===== config.mk =====
export PLATFORM = sky130hd
export DESIGN_NAME = control_node_message_handler_top_flat
export DESIGN_NICKNAME = d
export VERILOG_FILES = /design/src/rtl/core/cnmh_pkg.sv /design/src/rtl/core/cnmh_channels.sv /design/src/rtl/core/cnmh_decode.sv /design/src/rtl/core/control_node_message_handler_top.sv /design/src/flat_wrapper.sv
export SDC_FILE = /design/constraint.sdc
export NUM_CORES = 1
export LEC_CHECK = 0
export BUFFER_PORTS_ARGS = -buffer_cell sky130_fd_sc_hd__buf_4
export CAP_MARGIN = 0
export CORE_UTILIZATION = 30
export DETAILED_ROUTE_END_ITERATION = 7
export GPL_TIMING_DRIVEN = 0
export PLACE_DENSITY = 0.52
export SLEW_MARGIN = 25
export SYNTH_ARGS = -nofsm -noshare
export SYNTH_HDL_FRONTEND = slang
export SYNTH_SLANG_ARGS = --single-unit

===== constraint.sdc =====
create_clock -name clock -period 5.1 [get_ports clock]
set_input_delay 1.275 -clock clock [delete_from_list [all_inputs] [get_ports clock]]
set_output_delay 1.275 -clock clock [all_outputs]
set_load 0.02 [all_outputs]

===== src/rtl/core/cnmh_pkg.sv =====
`timescale 1ns / 1ps

package cnmh_pkg;

   localparam logic [7:0] START_BYTE = 8'h2A;

   // message kinds
   localparam logic [7:0] KIND_ON         = 8'd0;
   localparam logic [7:0] KIND_OFF        = 8'd1;
   localparam logic [7:0] KIND_TOGGLE     = 8'd2;
   localparam logic [7:0] KIND_FLASH      = 8'd3;
   localparam logic [7:0] KIND_SEND_STATE = 8'd11;
   localparam logic [7:0] KIND_FEEDBACK   = 8'd12;
   localparam logic [7:0] KIND_TRIGGER    = 8'd13;

   // trigger extra codes
   localparam logic [7:0] TRIG_OFF   = 8'd0;
   localparam logic [7:0] TRIG_ON    = 8'd1;
   localparam logic [7:0] TRIG_FLASH = 8'd2;

   // lamp actions
   localparam logic [2:0] ACT_NONE   = 3'd0;
   localparam logic [2:0] ACT_ON     = 3'd1;
   localparam logic [2:0] ACT_OFF    = 3'd2;
   localparam logic [2:0] ACT_TOGGLE = 3'd3;
   localparam logic [2:0] ACT_FLASH  = 3'd4;

   // node state reset values
   localparam logic [7:0] NODE_ADDRESS_RST   = 8'd80;
   localparam logic [7:0] NET_HEADER_RST     = 8'd45;
   localparam logic [7:0] TRIGGER_SOURCE_RST = 8'd90;
   localparam logic [7:0] LAST_ID_RST        = 8'd0;

   typedef struct packed {
      logic [7:0] node_address;
      logic [7:0] net_header;
      logic [7:0] trigger_source;
      logic [7:0] last_id;
      logic       lamp;
   } node_state_type;

   typedef struct packed {
      logic [7:0] hdr;
      logic [7:0] id;
      logic [7:0] kind;
      logic [7:0] from;
      logic [7:0] to;
      logic [7:0] bounce;
      logic [7:0] extra;
   } frame_type;

   typedef struct packed {
      logic [2:0] action;
      logic       lamp;
      logic       reply_valid;
      logic [7:0] reply_header;
      logic [7:0] reply_id;
      logic [7:0] reply_from;
      logic [7:0] reply_to;
      logic [7:0] reply_extra;
   } result_type;

endpackage


===== src/rtl/core/cnmh_channels.sv =====
`timescale 1ns / 1ps

interface cnmh_req_if;
   logic       valid;
   logic       ready;
   logic [7:0] rx_byte;

   modport source (output valid, output rx_byte, input ready);
   modport sink (input valid, input rx_byte, output ready);
endinterface

interface cnmh_rsp_if;
   logic       valid;
   logic       ready;
   logic [2:0] action;
   logic       lamp;
   logic       reply_valid;
   logic [7:0] reply_header;
   logic [7:0] reply_id;
   logic [7:0] reply_from;
   logic [7:0] reply_to;
   logic [7:0] reply_extra;

   modport source (output valid, output action, output lamp, output reply_valid,
                   output reply_header, output reply_id, output reply_from,
                   output reply_to, output reply_extra, input ready);
   modport sink (input valid, input action, input lamp, input reply_valid,
                 input reply_header, input reply_id, input reply_from,
                 input reply_to, input reply_extra, output ready);
endinterface

interface cnmh_csr_if;
   logic       valid;
   logic       ready;
   logic [7:0] reply_address;

   modport source (output valid, output reply_address, input ready);
   modport sink (input valid, input reply_address, output ready);
endinterface


===== src/rtl/core/cnmh_decode.sv =====
`timescale 1ns / 1ps

module cnmh_decode (
   input  cnmh_pkg::frame_type      frame,
   input  cnmh_pkg::node_state_type state_cur,
   input  logic [7:0]               reply_address,
   output cnmh_pkg::node_state_type state_nxt,
   output cnmh_pkg::result_type     result
);
   import cnmh_pkg::*;

   logic [2:0] act;
   logic       reply;
   logic [7:0] extra_out;
   logic       lamp_nxt;

   always_comb begin
      act       = ACT_NONE;
      reply     = 1'b0;
      extra_out = frame.extra;
      state_nxt = state_cur;

      if (frame.hdr == state_cur.net_header) begin
         state_nxt.last_id = frame.id;
         if (frame.to == state_cur.node_address) begin
            if (frame.id != state_cur.last_id) begin
               case (frame.kind)
                  KIND_TOGGLE: act = ACT_TOGGLE;
                  KIND_ON:     act = ACT_ON;
                  KIND_OFF:    act = ACT_OFF;
                  KIND_FLASH:  act = ACT_FLASH;
                  KIND_TRIGGER: begin
                     state_nxt.trigger_source = frame.extra;
                     act = ACT_FLASH;
                  end
                  KIND_FEEDBACK: begin
                     state_nxt.net_header   = frame.id;
                     state_nxt.node_address = frame.extra;
                     act = ACT_FLASH;
                  end
                  KIND_SEND_STATE: extra_out = {7'd0, state_cur.lamp};
                  default: act = ACT_NONE;
               endcase
               reply = (frame.kind != KIND_FEEDBACK);
            end
         end else if (frame.kind == KIND_TRIGGER &&
                      state_cur.trigger_source == frame.from) begin
            case (frame.extra)
               TRIG_OFF:   act = ACT_OFF;
               TRIG_ON:    act = ACT_ON;
               TRIG_FLASH: act = ACT_FLASH;
               default:    act = ACT_TOGGLE;
            endcase
         end
      end

      case (act)
         ACT_ON:     lamp_nxt = 1'b1;
         ACT_OFF:    lamp_nxt = 1'b0;
         ACT_FLASH:  lamp_nxt = 1'b0;
         ACT_TOGGLE: lamp_nxt = ~state_cur.lamp;
         default:    lamp_nxt = state_cur.lamp;
      endcase
      state_nxt.lamp = lamp_nxt;

      result.action       = act;
      result.lamp         = lamp_nxt;
      result.reply_valid  = reply;
      result.reply_header = reply ? state_nxt.net_header : 8'd0;
      result.reply_id     = reply ? frame.id : 8'd0;
      result.reply_from   = reply ? 8'(frame.from + frame.bounce) : 8'd0;
      result.reply_to     = reply ? reply_address : 8'd0;
      result.reply_extra  = reply ? extra_out : 8'd0;
   end

endmodule


===== src/rtl/core/control_node_message_handler_top.sv =====
`timescale 1ns / 1ps

// Control node message handler. Received serial bytes arrive one per item on
// req; while idle a '*' byte opens a frame and the next FRAME_BYTES bytes
// (header, id, kind, [pad], from, to, bounce, extra) form one message. The
// last byte of a frame produces exactly one item on rsp carrying the lamp
// action, the lamp level after it, and an optional feedback reply; all other
// bytes produce nothing. A byte is latched into an input register; once the
// result slot is free, the framer and message decode act on it there and
// load the result register, from which a frame's result is presented on rsp.
// The block takes one byte per cycle as long as rsp is not stalled; while a
// result waits on rsp, the byte in the input register is held and req takes
// nothing more until rsp drains. The reply_address register is written
// through csr, which is always ready, and should only be written while no
// frame is in flight.

module control_node_message_handler_top #(
   parameter int FRAME_BYTES = 7
) (
   input logic        clock,
   input logic        reset,
   cnmh_req_if.sink   req,
   cnmh_rsp_if.source rsp,
   cnmh_csr_if.sink   csr
);
   import cnmh_pkg::*;

   localparam int CW = $clog2(FRAME_BYTES);
   localparam int STORE_DEPTH = FRAME_BYTES - 1;
   localparam logic [CW-1:0] LAST_COUNT = CW'(FRAME_BYTES - 1);

   // input register
   logic       in_valid_ff, in_valid_in;
   logic [7:0] in_byte_ff;

   // framer state
   logic          in_frame_ff, in_frame_in;
   logic [CW-1:0] count_ff, count_in;
   logic [7:0]    store_ff [STORE_DEPTH];

   // node state and config
   node_state_type state_ff, state_nxt;
   logic [7:0]     reply_address_ff;

   // result register
   logic       rsp_valid_ff, rsp_valid_in;
   result_type rsp_data_ff, result;

   frame_type frame;
   logic      advance;
   logic      store_wr;
   logic      fire;

   // the byte in the input register moves on when the result slot is free
   assign advance  = in_valid_ff && (!rsp_valid_ff || rsp.ready);
   assign req.ready = !in_valid_ff || advance;

   assign store_wr = advance && in_frame_ff && (count_ff != LAST_COUNT);
   assign fire     = advance && in_frame_ff && (count_ff == LAST_COUNT);

   // the last byte of a frame is taken straight from the input register
   assign frame.hdr    = store_ff[0];
   assign frame.id     = store_ff[1];
   assign frame.kind   = store_ff[2];
   assign frame.from   = store_ff[FRAME_BYTES-4];
   assign frame.to     = store_ff[FRAME_BYTES-3];
   assign frame.bounce = store_ff[FRAME_BYTES-2];
   assign frame.extra  = in_byte_ff;

   cnmh_decode u_decode (
      .frame         (frame),
      .state_cur     (state_ff),
      .reply_address (reply_address_ff),
      .state_nxt     (state_nxt),
      .result        (result)
   );

   always_comb begin
      in_valid_in = in_valid_ff;
      if (req.valid && req.ready) begin
         in_valid_in = 1'b1;
      end else if (advance) begin
         in_valid_in = 1'b0;
      end
   end

   // framer: hunt for the start byte, then count frame bytes
   always_comb begin
      in_frame_in = in_frame_ff;
      count_in    = count_ff;
      if (advance) begin
         if (!in_frame_ff) begin
            if (in_byte_ff == START_BYTE) begin
               in_frame_in = 1'b1;
               count_in    = '0;
            end
         end else if (count_ff == LAST_COUNT) begin
            in_frame_in = 1'b0;
            count_in    = '0;
         end else begin
            count_in = count_ff + 1'b1;
         end
      end
   end

   always_comb begin
      rsp_valid_in = rsp_valid_ff;
      if (fire) begin
         rsp_valid_in = 1'b1;
      end else if (rsp.ready) begin
         rsp_valid_in = 1'b0;
      end
   end

   always_ff @(posedge clock) begin
      if (reset) begin
         in_valid_ff      <= 1'b0;
         in_frame_ff      <= 1'b0;
         count_ff         <= '0;
         rsp_valid_ff     <= 1'b0;
         reply_address_ff <= 8'd0;
         state_ff.node_address   <= NODE_ADDRESS_RST;
         state_ff.net_header     <= NET_HEADER_RST;
         state_ff.trigger_source <= TRIGGER_SOURCE_RST;
         state_ff.last_id        <= LAST_ID_RST;
         state_ff.lamp           <= 1'b0;
      end else begin
         in_valid_ff  <= in_valid_in;
         in_frame_ff  <= in_frame_in;
         count_ff     <= count_in;
         rsp_valid_ff <= rsp_valid_in;
         if (csr.valid) begin
            reply_address_ff <= csr.reply_address;
         end
         if (fire) begin
            state_ff <= state_nxt;
         end
      end
   end

   // payload registers, no reset
   always_ff @(posedge clock) begin
      if (req.valid && req.ready) begin
         in_byte_ff <= req.rx_byte;
      end
      if (fire) begin
         rsp_data_ff <= result;
      end
      for (int i = 0; i < STORE_DEPTH; i++) begin
         if (store_wr && count_ff == CW'(i)) begin
            store_ff[i] <= in_byte_ff;
         end
      end
   end

   assign csr.ready = 1'b1;

   assign rsp.valid        = rsp_valid_ff;
   assign rsp.action       = rsp_data_ff.action;
   assign rsp.lamp         = rsp_data_ff.lamp;
   assign rsp.reply_valid  = rsp_data_ff.reply_valid;
   assign rsp.reply_header = rsp_data_ff.reply_header;
   assign rsp.reply_id     = rsp_data_ff.reply_id;
   assign rsp.reply_from   = rsp_data_ff.reply_from;
   assign rsp.reply_to     = rsp_data_ff.reply_to;
   assign rsp.reply_extra  = rsp_data_ff.reply_extra;

endmodule

===== src/flat_wrapper.sv =====
// flat-port wrapper written by rule: the top's interface ports become plain ports
module control_node_message_handler_top_flat import cnmh_pkg::*;
#(
   parameter int FRAME_BYTES = 7
)
  (clock, reset, req_valid, req_rx_byte, req_ready, rsp_valid, rsp_action, rsp_lamp, rsp_reply_valid, rsp_reply_header, rsp_reply_id, rsp_reply_from, rsp_reply_to, rsp_reply_extra, rsp_ready, csr_valid, csr_reply_address, csr_ready);
  cnmh_req_if req_i ();
  cnmh_rsp_if rsp_i ();
  cnmh_csr_if csr_i ();
  input logic clock;
  input logic reset;
  input wire logic [$bits(req_i.valid)-1:0] req_valid;
  input wire logic [$bits(req_i.rx_byte)-1:0] req_rx_byte;
  output wire logic [$bits(req_i.ready)-1:0] req_ready;
  output wire logic [$bits(rsp_i.valid)-1:0] rsp_valid;
  output wire logic [$bits(rsp_i.action)-1:0] rsp_action;
  output wire logic [$bits(rsp_i.lamp)-1:0] rsp_lamp;
  output wire logic [$bits(rsp_i.reply_valid)-1:0] rsp_reply_valid;
  output wire logic [$bits(rsp_i.reply_header)-1:0] rsp_reply_header;
  output wire logic [$bits(rsp_i.reply_id)-1:0] rsp_reply_id;
  output wire logic [$bits(rsp_i.reply_from)-1:0] rsp_reply_from;
  output wire logic [$bits(rsp_i.reply_to)-1:0] rsp_reply_to;
  output wire logic [$bits(rsp_i.reply_extra)-1:0] rsp_reply_extra;
  input wire logic [$bits(rsp_i.ready)-1:0] rsp_ready;
  input wire logic [$bits(csr_i.valid)-1:0] csr_valid;
  input wire logic [$bits(csr_i.reply_address)-1:0] csr_reply_address;
  output wire logic [$bits(csr_i.ready)-1:0] csr_ready;
  assign req_i.valid = req_valid;
  assign req_i.rx_byte = req_rx_byte;
  assign req_ready = req_i.ready;
  assign rsp_valid = rsp_i.valid;
  assign rsp_action = rsp_i.action;
  assign rsp_lamp = rsp_i.lamp;
  assign rsp_reply_valid = rsp_i.reply_valid;
  assign rsp_reply_header = rsp_i.reply_header;
  assign rsp_reply_id = rsp_i.reply_id;
  assign rsp_reply_from = rsp_i.reply_from;
  assign rsp_reply_to = rsp_i.reply_to;
  assign rsp_reply_extra = rsp_i.reply_extra;
  assign rsp_i.ready = rsp_ready;
  assign csr_i.valid = csr_valid;
  assign csr_i.reply_address = csr_reply_address;
  assign csr_ready = csr_i.ready;
  control_node_message_handler_top #(.FRAME_BYTES(FRAME_BYTES)) u_core (.clock(clock), .reset(reset), .req(req_i), .rsp(rsp_i), .csr(csr_i));
endmodule

==> results of run 1 <==
state kept, by name, indices dropped and copies added (netlist names):
register                 flops
u_core.rsp.reply_header      8
u_core.rsp.valid             1
u_core.in_byte_ff            8
u_core.state_ff             33
u_core.rsp.reply_from        8
u_core.rsp.reply_to          8
u_core.reply_address_ff      8
u_core.rsp.action            3
u_core.count_ff              3
u_core.rsp.reply_id          8
u_core.rsp.lamp              1
u_core.rsp.reply_valid       1
u_core.in_frame_ff           1
u_core.in_valid_ff           1
u_core.store_ff             48
u_core.rsp.reply_extra       8
through the flow:
stage | area [µm²] | hold WS [ps] | power, mW | setup slack [ps] | instances
after floorplan | 6170 | 452 | 1.34 | 2180 | 468
after global placement | 7010 | 464 | 1.37 | 1400 | 804
after detailed placement | 7050 | 474 | 1.38 | 1990 | 807
after CTS | 7590 | 491 | 2.53 | 2070 | 839
after global routing | 7590 | 508 | 2.59 | 2030 | 839
final | 7590 | 486 | 2.49 | 2070 | 839
synth_stat cells, drive strengths merged (2+ instances only):
master / n
nor3: 7
and3b: 2
or4: 2
and4: 2
nor4: 10
nand3: 9
nor3b: 4
dfxtp: 47
and3: 4
ha: 8
a21oi: 7
o21ai: 5
nand3b: 4
a211oi: 4
xnor2: 28
xor2: 10
edfxtp: 101
nand2: 11
buf: 13
a211o: 10
inv: 19
nor2: 57
nand4: 9
mux2i: 32
o22ai: 3
clkbuf: 4
and2: 35
nor2b: 6
a21boi: 2
logic make-up (layout without fill, tap and decap cells):
| logic type | after synthesis | count (layout) | synth area share [%] |
|---|---|---|---|
| buf+inv | 36 | 137 | 2.94 |
| simple gates | 166 | 166 | 15.5 |
| other cells | 1 | 1 | 0.0608 |
| xor+xnor | 38 | 38 | 5.39 |
| flops | 148 | 148 | 64.4 |
| fa+ha+maj | 9 | 9 | 1.95 |
| mux | 32 | 32 | 5.19 |
| compound gates | 38 | 38 | 4.62 |
critical path: stages:
cell and delay, ps:
buf_4 110, nand3b_1 180, buf_4 180
power by group through the flow:
stage	clock (mW)	combinational [mW]	sequential, mW
final	1.14	0.0366	1.31
after CTS	1.18	0.0373	1.31
after floorplan	0	0.0189	1.32
after detailed placement	0	0.0371	1.34
after global placement	0	0.0359	1.34
after global routing	1.23	0.0401	1.32
layer usage:
metal	vias to the layer above	share of wire, %	track usage, %
li1	1858	-	-
met1	1805	45	15.8
met2	94	48	21.5
met3	22	5.3	3.79
met4	0	1.9	5.89
met5	-	0	0
cell usage in the layout (no fill, tap or decap), types with 7 or more instances in the layout:
master	netlist	routed
xor2_1	10	10
nor2_1	57	57
inv_1	18	17
xnor2_1	28	28
nand4_1	8	8
dfxtp_1	47	47
nand2_1	11	11
mux2i_1	32	32
and2_1	35	35
a21oi_1	7	7
buf_4	1	68
ha_1	8	8
edfxtp_1	101	101
clkbuf_16	0	17
a211o_1	10	10
nand3_1	7	7
layout make-up:
| cell class | instances | area share [%] |
|---|---|---|
| Buffer | 17 | 1.45 |
| Clock buffer | 19 | 5.70 |
| Clock inverter | 13 | 1.45 |
| Inverter | 19 | 0.939 |
| Multi-Input combinational cell | 284 | 26.7 |
| Sequential cell | 148 | 52.3 |
| Tap cell | 270 | 4.45 |
| Timing Repair Buffer | 69 | 6.95 |
path summary, 6_finish.rpt:
kind                            depth (start not counted)                                        to  slack (ps)                                     from
worst min register to register                          2   u_core.reply_address_ff[5]$_SDFFE_PP0P_         490  u_core.reply_address_ff[5]$_SDFFE_PP0P_
worst max register to register                          7  u_core.rsp.reply_header[7]$_SDFFCE_PN0P_        2590          u_core.store_ff[1][1]$_DFFE_PP_
worst min-delay path                                    2   u_core.reply_address_ff[5]$_SDFFE_PP0P_         490  u_core.reply_address_ff[5]$_SDFFE_PP0P_
worst max-delay path                                    3                                 req_ready        2070                                rsp_ready
==> run metrics, run 1 <==
NumNets Final=between 500 and 600; grt total ovfl=0; number of port buffers=66; P_int=between 1.5 and 2 mW; setup tns final=0 ps; CTS resizes=0; Hold WC Path Type=reg2reg; NetSw=0.519 mW; first-pass GRT wire length=20600 µm; EDFF count, synth=slightly above 100; Clk pwr share=between 40% and 50%; RSZ-0062 raised after global routing=false; worst relative slew slack=between 40% and 50%; final core utilization=a little under two fifths; drc violations=0; outcome=completed; die area=21200 µm²; DR pass1 iterations=4; register bit total from synthesis=148; Final Setup Violations=0; Critical Path End Type=primary output; FF/Latch Area=slightly below 4000 µm²; Post-Synthesis Cells=468; placed wire-length estimate=9180 µm; largest net degree at the start of global routing=30; vias=roughly 3800; via/cell ratio=around 4.5; Multi-input gate area=between 2000 and 2500 µm²; Die X=145 µm; filler cell count=approximately 2000; CTS max path bufs=2; P&R area growth vs syn=23.0%; Tot GR Track Use=a little over an eighth; CTS tree=built; Sw Ratio=around a fifth; Top Ports=approximately 70; initial DRC count=approximately 200; H-tree depth=4; vias in the first global route=3882; Root Driver=clkbuf_16; Netlist cell types=53; routed wire length=about 13000 µm; Final Wtd Congestion=0.789; n_diodes=0; post-synth top area cell=edfxtp_1; WL per Instance=around 15 µm; CP Data Arrival Time=1750 ps; # clock sinks=about 150; initial antenna violation count=0; fmax=330 MHz; top_reg_cell synth=edfxtp_1; Slew @ Worst Pin=between 800 and 900 ps; cts bufs inserted=17; sequential element share of the synthesized area=around 64%; # rows=52; Synth Cell Area=between 6000 and 7000 µm²; Leakage=roughly 2.9 nW; ANT nets after route=0; Async S/R FF share, synth=0%; Avg Cell Area, Syn=about 13 µm²; min Tclk post-route=between 3000 and 4000 ps; Max-cap violations=0; Comb power frac=under 10%; count of final hold-check violations=0; WP data required=between 3000 and 4000 ps; Setup Fix Bufs, Post-CTS=0; VDD IR-drop max=between 0.0002 and 0.00025 V; largest cells by area after synthesis=edfxtp_1, dfxtp_1, mux2i_1; Core ar.=~20000 µm²; Fin Clk Skew=roughly 9.5 ps; Yosys top cell area share=between 40% and 50%; final max-slew violation count=0; die extent in y=between 100 and 150 µm; Hold Buf Count CTS=0; fraction of layout cells with a size suffix above 1=21.4%; syn nets=roughly 500; Initial Util=a little under a third; crit path kind=in2out; Clock Pin Slew Worst Setup and Hold Paths=50 ps; Seq pwr share=a little over half; Max FO, Critical Path=3; startpoint types=input pin; PD cells=around 330 nW/µm²; Worst-Skew Late Latency=around 430 ps; YS warnings=0; final period utilization=between 50 and 60%
Note: power is estimated with default switching activity, not from simulation.
==> run 2: changes to the inputs <==
--- a/config.mk
+++ b/config.mk
@@ -5,6 +5,7 @@
 export SDC_FILE = /design/constraint.sdc
 export NUM_CORES = 1
 export LEC_CHECK = 0
+export ABC_AREA = 1
 export BUFFER_PORTS_ARGS = -buffer_cell sky130_fd_sc_hd__buf_4
 export CAP_MARGIN = 0
 export CORE_UTILIZATION = 30
==> constraint.sdc (replaced) <==
create_clock -name clock -period 2.8 [get_ports clock]
set_input_delay 0.7 -clock clock [delete_from_list [all_inputs] [get_ports clock]]
set_output_delay 0.7 -clock clock [all_outputs]
set_load 0.02 [all_outputs]
==> run 2 against run 1 <==
Net effect:
- synthesized cell count up 41%
- clock skew grew 1.9 ps
- utilization is essentially flat
- worst hold slack got worse by 35 ps
- count of clock-buffer cells in the layout stayed put
- global-route usage increased by 1.0 points
- register-to-register slack worse by 2000 ps
- synthesized area up 4.1%
- sequential share of layout area down 2.1 points
- routed wire length up 13%
- via count up 19%
- critical endpoint is now u_core.state_ff[22]$_SDFFE_PP1P_
- highest routed layer unchanged
==> run metrics, run 2 <==
outcome=completed (unchanged); Post-synth top cells=nand2_1, inv_1, edfxtp_1 (was edfxtp_1, nor2_1, dfxtp_1); Tot GR Track Use=14.1% (was 13.1%); grt total ovfl=0 (unchanged); CP max-delay cell=nor2_4 (was nand3b_1); largest net degree at the start of global routing=27 (was 30); placed wire-length estimate=10100 µm (was 9180 µm); via/cell ratio=4.33 (was 4.50); VDD IR-drop max=0.000331 V (was 0.000239 V); Clock Pin Slew Worst Setup and Hold Paths=60 ps (was 50 ps); PD cells=589 nW/µm² (was 328 nW/µm²); DR pass1 iterations=5 (was 4); Max FO, Critical Path=19 (was 3); Initial Util=30.6% (about the same); CTS max path bufs=2 (unchanged); Synth Area in Adders=1.87% (was 1.95%); CTS resizes=0 (unchanged); n_diodes=0 (unchanged); crit-path cells=buf_4 -> inv_1 -> nand2_1 -> nand2_1 -> inv_1 -> nand2_1 -> nor2_4 -> buf_16 -> inv_1 -> nor2_1 -> and3_2 -> nand2_1 -> o21ai_0 -> inv_1 (was buf_4 -> nand3b_1 -> buf_4); fraction of layout cells with a size suffix above 1=17.3% (was 21.4%); Critical Path End Type=flop (was primary output); CP Data Arrival Time=2610 ps (was 1750 ps); vias in the first global route=4201 (was 3882); H-tree depth=4 (unchanged); Final Setup Violations=0 (unchanged); Post-Synthesis Cells=662 (was 468); Avg Cell Area, Syn=9.71 µm² (was 13.2 µm²); Async S/R FF share, synth=0% (unchanged); Fin Clk Skew=11.4 ps (was 9.46 ps); most frequent cells in the layout=nand2_1, inv_1, edfxtp_1 (was edfxtp_1, buf_4, nor2_1); fmax=between 400 and 500 MHz; P&R area growth vs syn=23.1% (was 23.0%); ANT nets after route=0 (unchanged); # rows=53 (was 52); Die X=148 µm (was 145 µm); vias=4491 (was 3779); startpoint types=input pin (unchanged); fin area=7910 µm² (was 7590 µm²); largest reg by FF count=u_core.store_ff (unchanged); largest cells by area after synthesis=edfxtp_1, dfxtp_1, nand2_1 (was edfxtp_1, dfxtp_1, mux2i_1); Critical Path Max Stage Delay=400 ps (was 180 ps); die area=22000 µm² (was 21200 µm²); Yosys top cell area share=47.2% (was 49.1%); EDFF count, synth=101 (unchanged); Hold WC Path Type=in2reg (was reg2reg); # clock sinks=148 (unchanged); combinational family with the most area after synthesis=simple AND/OR/NAND/NOR gates (unchanged); YS warnings=0 (unchanged); setup tns final=0 ps (unchanged); NumNets Final=780 (was 586); Netlist cell types=41 (was 53); Root Driver=clkbuf_16 (unchanged); syn nets=692 (was 498); Top Ports=69 (unchanged); initial DRC count=336 (was 196); RSZ-0062 raised after global routing=false (unchanged); setup ws final=506 ps (was 2070 ps); Slew @ Worst Pin=923 ps (was 859 ps); WP data required=3110 ps (was 3830 ps); die extent in y=148 µm (was 145 µm); cts bufs inserted=17 (unchanged); count of final hold-check violations=0 (unchanged); sequential element share of the synthesized area=61.8% (was 64.4%); filler cell count=2094 (was 1963); routed wire length=14600 µm (was 12900 µm); Synth Area in Compound Gates=7.79% (was 4.62%); first-pass GRT wire length=22900 µm (was 20600 µm); Hold Buf Count CTS=0 (unchanged); placed instance area=7340 µm² (was 7050 µm²); max reg flops=48 (unchanged); Synth Area in Simple Gates=18.4% (was 15.5%); crit path kind=in2reg (was in2out); Core ar.=21000 µm² (was 20200 µm²); WL per Instance=14.0 µm (was 15.4 µm); mux contribution to synthesized area=0% (was 5.19%); Final Wtd Congestion=0.848 (was 0.789); most instantiated library cell after synthesis=nand2_1 (was edfxtp_1); Leakage=3.29 nW (was 2.94 nW); final period utilization=between 80% and 90%; Multi-input gate area=1950 µm² (was 2030 µm²); Setup Fix Bufs, Post-CTS=0 (unchanged); Synth Cell Area=6430 µm² (was 6170 µm²); initial antenna violation count=0 (unchanged); final max-slew violation count=0 (unchanged); largest registers=u_core.store_ff x48, u_core.state_ff x33 (unchanged); post-synth top area cell=edfxtp_1 (unchanged); Worst-Skew Late Latency=430 ps (about the same); xor and xnor area share after synthesis=1.91% (was 5.39%); register bit total from synthesis=148 (unchanged); FF/Latch Area=3970 µm² (unchanged); drc violations=0 (unchanged); dpl ws=102 ps (was 1990 ps); number of port buffers=67 (was 66); CTS tree=built (unchanged); top_reg_cell synth=edfxtp_1 (unchanged); Max-cap violations=0 (unchanged); worst relative slew slack=38.3% (was 42.5%); commonest non-fill, non-tap cell in the layout=nand2_1 (was edfxtp_1); min Tclk post-route=2290 ps
run 2: final cells by class:
class                      instances  share of cell area [%]
tap                              275                    4.35
clock buffer                      19                    5.60
clock inverter                    13                    1.53
buffer                            13                    1.17
sequential                       148                    50.3
inverter                         114                    5.41
multi-input combinational        387                    24.6
timing repair buffer              69                    7.06
run 2: power breakdown:
part	leakage (nW)	switching, mW	internal [mW]
sequential	1.28	0.0384	2.35
clock	0.277	0.936	1.26
combinational	1.73	0.0482	0.0316
total	3.29	1.02	3.64
run 2: layer usage:
layer | track usage [%] | vias to the layer above | routed length, µm
li1 | - | 2325 | -
met1 | 19.1 | 2055 | 7020
met2 | 21.7 | 95 | 6690
met3 | 3.13 | 16 | 601
met4 | 5.46 | 0 | 242
met5 | 0 | - | 0
run 2: worst max-delay path: cells and delay by family:
kind / cells / cell delay [ps]
AND/OR/NAND/NOR: 7 / 1250
AO/OA/AOI/OAI: 1 / 70
buffers and inverters: 6 / 570
run 2: metrics by stage:
stage	utilization (%)	hold slack, ps	cells	power, mW
floorplan	-	430	662	2.45
global placement	34.6	441	1004	2.51
detailed placement	34.9	444	1006	2.51
CTS	37.6	435	1038	4.71
global route	37.6	434	1038	4.81
finish	37.6	451	1038	4.66
run 2: path summary, 6_finish.rpt:
check / from / to / slack (ps) / cells after the start
worst max-delay path: rsp_ready / u_core.state_ff[22]$_SDFFE_PP1P_ / 510 / 14
worst min-delay path: req_rx_byte[3] / u_core.in_byte_ff[3]$_DFFE_PP_ / 450 / 1
worst max register to register: u_core.rsp.valid$_SDFFE_PP0P_ / u_core.state_ff[22]$_SDFFE_PP1P_ / 550 / 12
worst min register to register: u_core.state_ff[11]$_SDFFE_PP0P_ / u_core.state_ff[11]$_SDFFE_PP0P_ / 460 / 2
run 2: cell families after synthesis:
family	after synthesis
buffers and inverters	127
flip-flops	148
XOR/XNOR	14
AO/OA/AOI/OAI	92
other	1
AND/OR/NAND/NOR	271
adder cells (fa/ha/maj)	9
==> run 3: changes to the inputs <==
--- a/config.mk
+++ b/config.mk
@@ -5,7 +5,7 @@
 export SDC_FILE = /design/constraint.sdc
 export NUM_CORES = 1
 export LEC_CHECK = 0
-export ABC_AREA = 1
+export ABC_AREA = 0
 export BUFFER_PORTS_ARGS = -buffer_cell sky130_fd_sc_hd__buf_4
 export CAP_MARGIN = 0
 export CORE_UTILIZATION = 30
==> constraint.sdc (replaced) <==
create_clock -name clock -period 2.36 [get_ports clock]
set_input_delay 0.59 -clock clock [delete_from_list [all_inputs] [get_ports clock]]
set_output_delay 0.59 -clock clock [all_outputs]
set_load 0.02 [all_outputs]
==> run 3 against run 2 <==
Net effect:
- clock power up 12%
- total power up 16%
- register-to-register slack worse by 420 ps
- utilization up 0.88 points
- routed wire length down 11%
- non-clock buffer count up 18
- combinational power up 42%
- clock skew down 3.0 ps
- critical path type is now reg2reg
- largest power group unchanged
==> run metrics, run 3 (same netlist as run 1, synthesis figures left out) <==
outcome=completed (unchanged); P&R area growth vs syn=25.8% (was 23.1%); Top Ports=69 (unchanged); CP bufs+invs=1 (was 6); count of final hold-check violations=0 (unchanged); CP max-delay cell=edfxtp_1 (was nor2_4); initial DRC count=186 (was 336); Initial Util=30.6% (about the same); worst relative slew slack=43.2% (was 38.3%); Slew @ Worst Pin=849 ps (was 923 ps); final max-slew violation count=0 (unchanged); # clock sinks=148 (unchanged); die extent in y=145 µm (was 148 µm); Critical Path End Type=flop (unchanged); setup tns final=0 ps (unchanged); CP Data Arrival Time=2510 ps (was 2610 ps); R2R Setup Slk=130 ps (was 550 ps); # rows=52 (was 53); placed instance area=7050 µm² (was 7340 µm²); VDD IR-drop max=0.000510 V (was 0.000331 V); grt total ovfl=0 (unchanged); min Tclk post-route=2230 ps; first-pass GRT wire length=20600 µm (was 22900 µm); Comb power frac=2.1% (was 1.7%); initial antenna violation count=0 (unchanged); ANT nets after route=0 (unchanged); FF/Latch Area=3970 µm² (unchanged); crit-path cells=xor2_2 -> nor4_4 -> buf_4 -> a211oi_4 -> nand3b_4 -> nor2_1 -> and2_1 (was buf_4 -> inv_1 -> nand2_1 -> nand2_1 -> inv_1 -> nand2_1 -> nor2_4 -> buf_16 -> inv_1 -> nor2_1 -> and3_2 -> nand2_1 -> o21ai_0 -> inv_1); Seq pwr share=52.3% (was 51.2%); vias in the first global route=3886 (was 4201); CTS max path bufs=2 (unchanged); Max FO, Critical Path=10 (was 19); via/cell ratio=4.46 (was 4.33); Worst-Skew Late Latency=420 ps (was 430 ps); filler cell count=1954 (was 2094); Leakage=3.00 nW (was 3.29 nW); fraction of layout cells with a size suffix above 1=24.5% (was 17.3%); setup ws final=134 ps (was 506 ps); n_diodes=0 (unchanged); total power=5.40 mW (was 4.66 mW); max reg flops=48 (unchanged); vias=3808 (was 4491); NumNets Final=600 (was 780); Hold WC Path Type=in2reg (unchanged); startpoint of the worst hold path=req_rx_byte[6] (was req_rx_byte[3]); CTS tree=built (unchanged); NetSw=1.12 mW (was 1.02 mW); r2r startpoint=u_core.store_ff[1][2]$_DFFE_PP_ (was u_core.rsp.valid$_SDFFE_PP0P_); Fin Clk Skew=8.36 ps (was 11.4 ps); final hold slack=339 ps (was 451 ps); Multi-input gate area=2090 µm² (was 1950 µm²); largest registers=u_core.store_ff x48, u_core.state_ff x33 (unchanged); Die X=145 µm (was 148 µm); DR pass1 iterations=4 (was 5); WL per Instance=15.2 µm (was 14.0 µm); Tot GR Track Use=13.0% (was 14.1%); R2R cell count=7 (was 12); Clk pwr share=45.6% (was 47.1%); dpl ws=-195 ps (was 102 ps); reg2reg end=u_core.rsp.reply_extra[3]$_SDFFCE_PN0P_ (was u_core.state_ff[22]$_SDFFE_PP1P_); largest net degree at the start of global routing=30 (was 27); PD cells=695 nW/µm² (was 589 nW/µm²); cts bufs inserted=17 (unchanged); placed wire-length estimate=9180 µm (was 10100 µm); final period utilization=between 90 and 100%; Sw Ratio=20.8% (was 22.0%); crit path kind=reg2reg (was in2reg); placed cells=807 (was 1006); fin area=7760 µm² (was 7910 µm²); Hold Buf Count CTS=0 (unchanged); largest reg by FF count=u_core.store_ff (unchanged); Final Wtd Congestion=0.789 (was 0.848); commonest non-fill, non-tap cell in the layout=edfxtp_1 (was nand2_1); Worst Hold Endpoint=u_core.in_byte_ff[6]$_DFFE_PP_ (was u_core.in_byte_ff[3]$_DFFE_PP_); fin cells=853 (was 1038); Clock Pin Slew Worst Setup and Hold Paths=60 ps (about the same); most frequent cells in the layout=edfxtp_1, buf_4, nor2_1 (was nand2_1, inv_1, edfxtp_1); Final Setup Violations=0 (unchanged); final core utilization=38.5% (was 37.6%); Root Driver=clkbuf_16 (unchanged); fmax=~450 MHz; H-tree depth=4 (unchanged); RSZ-0062 raised after global routing=false (unchanged); Max-cap violations=0 (unchanged); CP delay by family, top=simple AND/OR/NAND/NOR gates (unchanged); Core ar.=20200 µm² (was 21000 µm²); P_int=4.28 mW (was 3.64 mW); die area=21200 µm² (was 22000 µm²); WHS Path Cells=1 (unchanged); drc violations=0 (unchanged); number of port buffers=66 (was 67); Critical Path Max Stage Delay=480 ps (was 400 ps); WP data required=2650 ps (was 3110 ps); routed wire length=13000 µm (was 14600 µm); startpoint types=flop (was input pin)
[run 3: power groups by stage]
stage / Sequential (mW) / Clock, mW / Combinational (mW)
floorplan: 2.86 / 0 / 0.0408
global placement: 2.89 / 0 / 0.0776
detailed placement: 2.90 / 0 / 0.0801
CTS: 2.84 / 2.54 / 0.0805
global route: 2.83 / 2.66 / 0.125
finish: 2.82 / 2.46 / 0.113
[run 3: how the worst max path moves through the flow]
stage	startpoint	endpoint	slack (ps)	cells past startpoint
detailed placement	u_core.store_ff[1][1]$_DFFE_PP_	u_core.rsp.reply_to[2]$_SDFFCE_PN0P_	-190	7
global placement	rsp_ready	u_core.store_ff[0][1]$_DFFE_PP_	-650	4
global route	u_core.store_ff[3][0]$_DFFE_PP_	u_core.rsp.reply_from[6]$_SDFFCE_PN0P_	2	9
CTS	u_core.store_ff[1][1]$_DFFE_PP_	u_core.rsp.reply_to[6]$_SDFFCE_PN0P_	9	7
floorplan	rsp_ready	u_core.rsp.action[0]$_DFFE_PP_	130	3
finish	u_core.store_ff[1][2]$_DFFE_PP_	u_core.rsp.reply_extra[3]$_SDFFCE_PN0P_	130	7
[run 3: layout make-up]
type | instances | share of cell area, %
tap | 270 | 4.35
multi-input combinational | 284 | 26.9
sequential | 148 | 51.2
inverter | 19 | 0.951
buffer | 17 | 1.42
clock inverter | 13 | 1.42
timing repair buffer | 83 | 8.15
clock buffer | 19 | 5.58
[run 3: what timing repair did]
item                                    4_1_cts  5_1_grt
setup buffers                                 0       14
gates cloned                                  0        0
endpoints found under the setup margin       26       29
gates resized for setup                       2        9
pin swaps                                     0        5
[run 3: per-layer routing]
layer	wire, µm	up-vias	GRT usage [%]
met5	0	-	0
met4	234	0	5.89
met3	575	19	3.79
met2	6180	79	21.5
met1	6020	1825	15.8
li1	-	1885	-
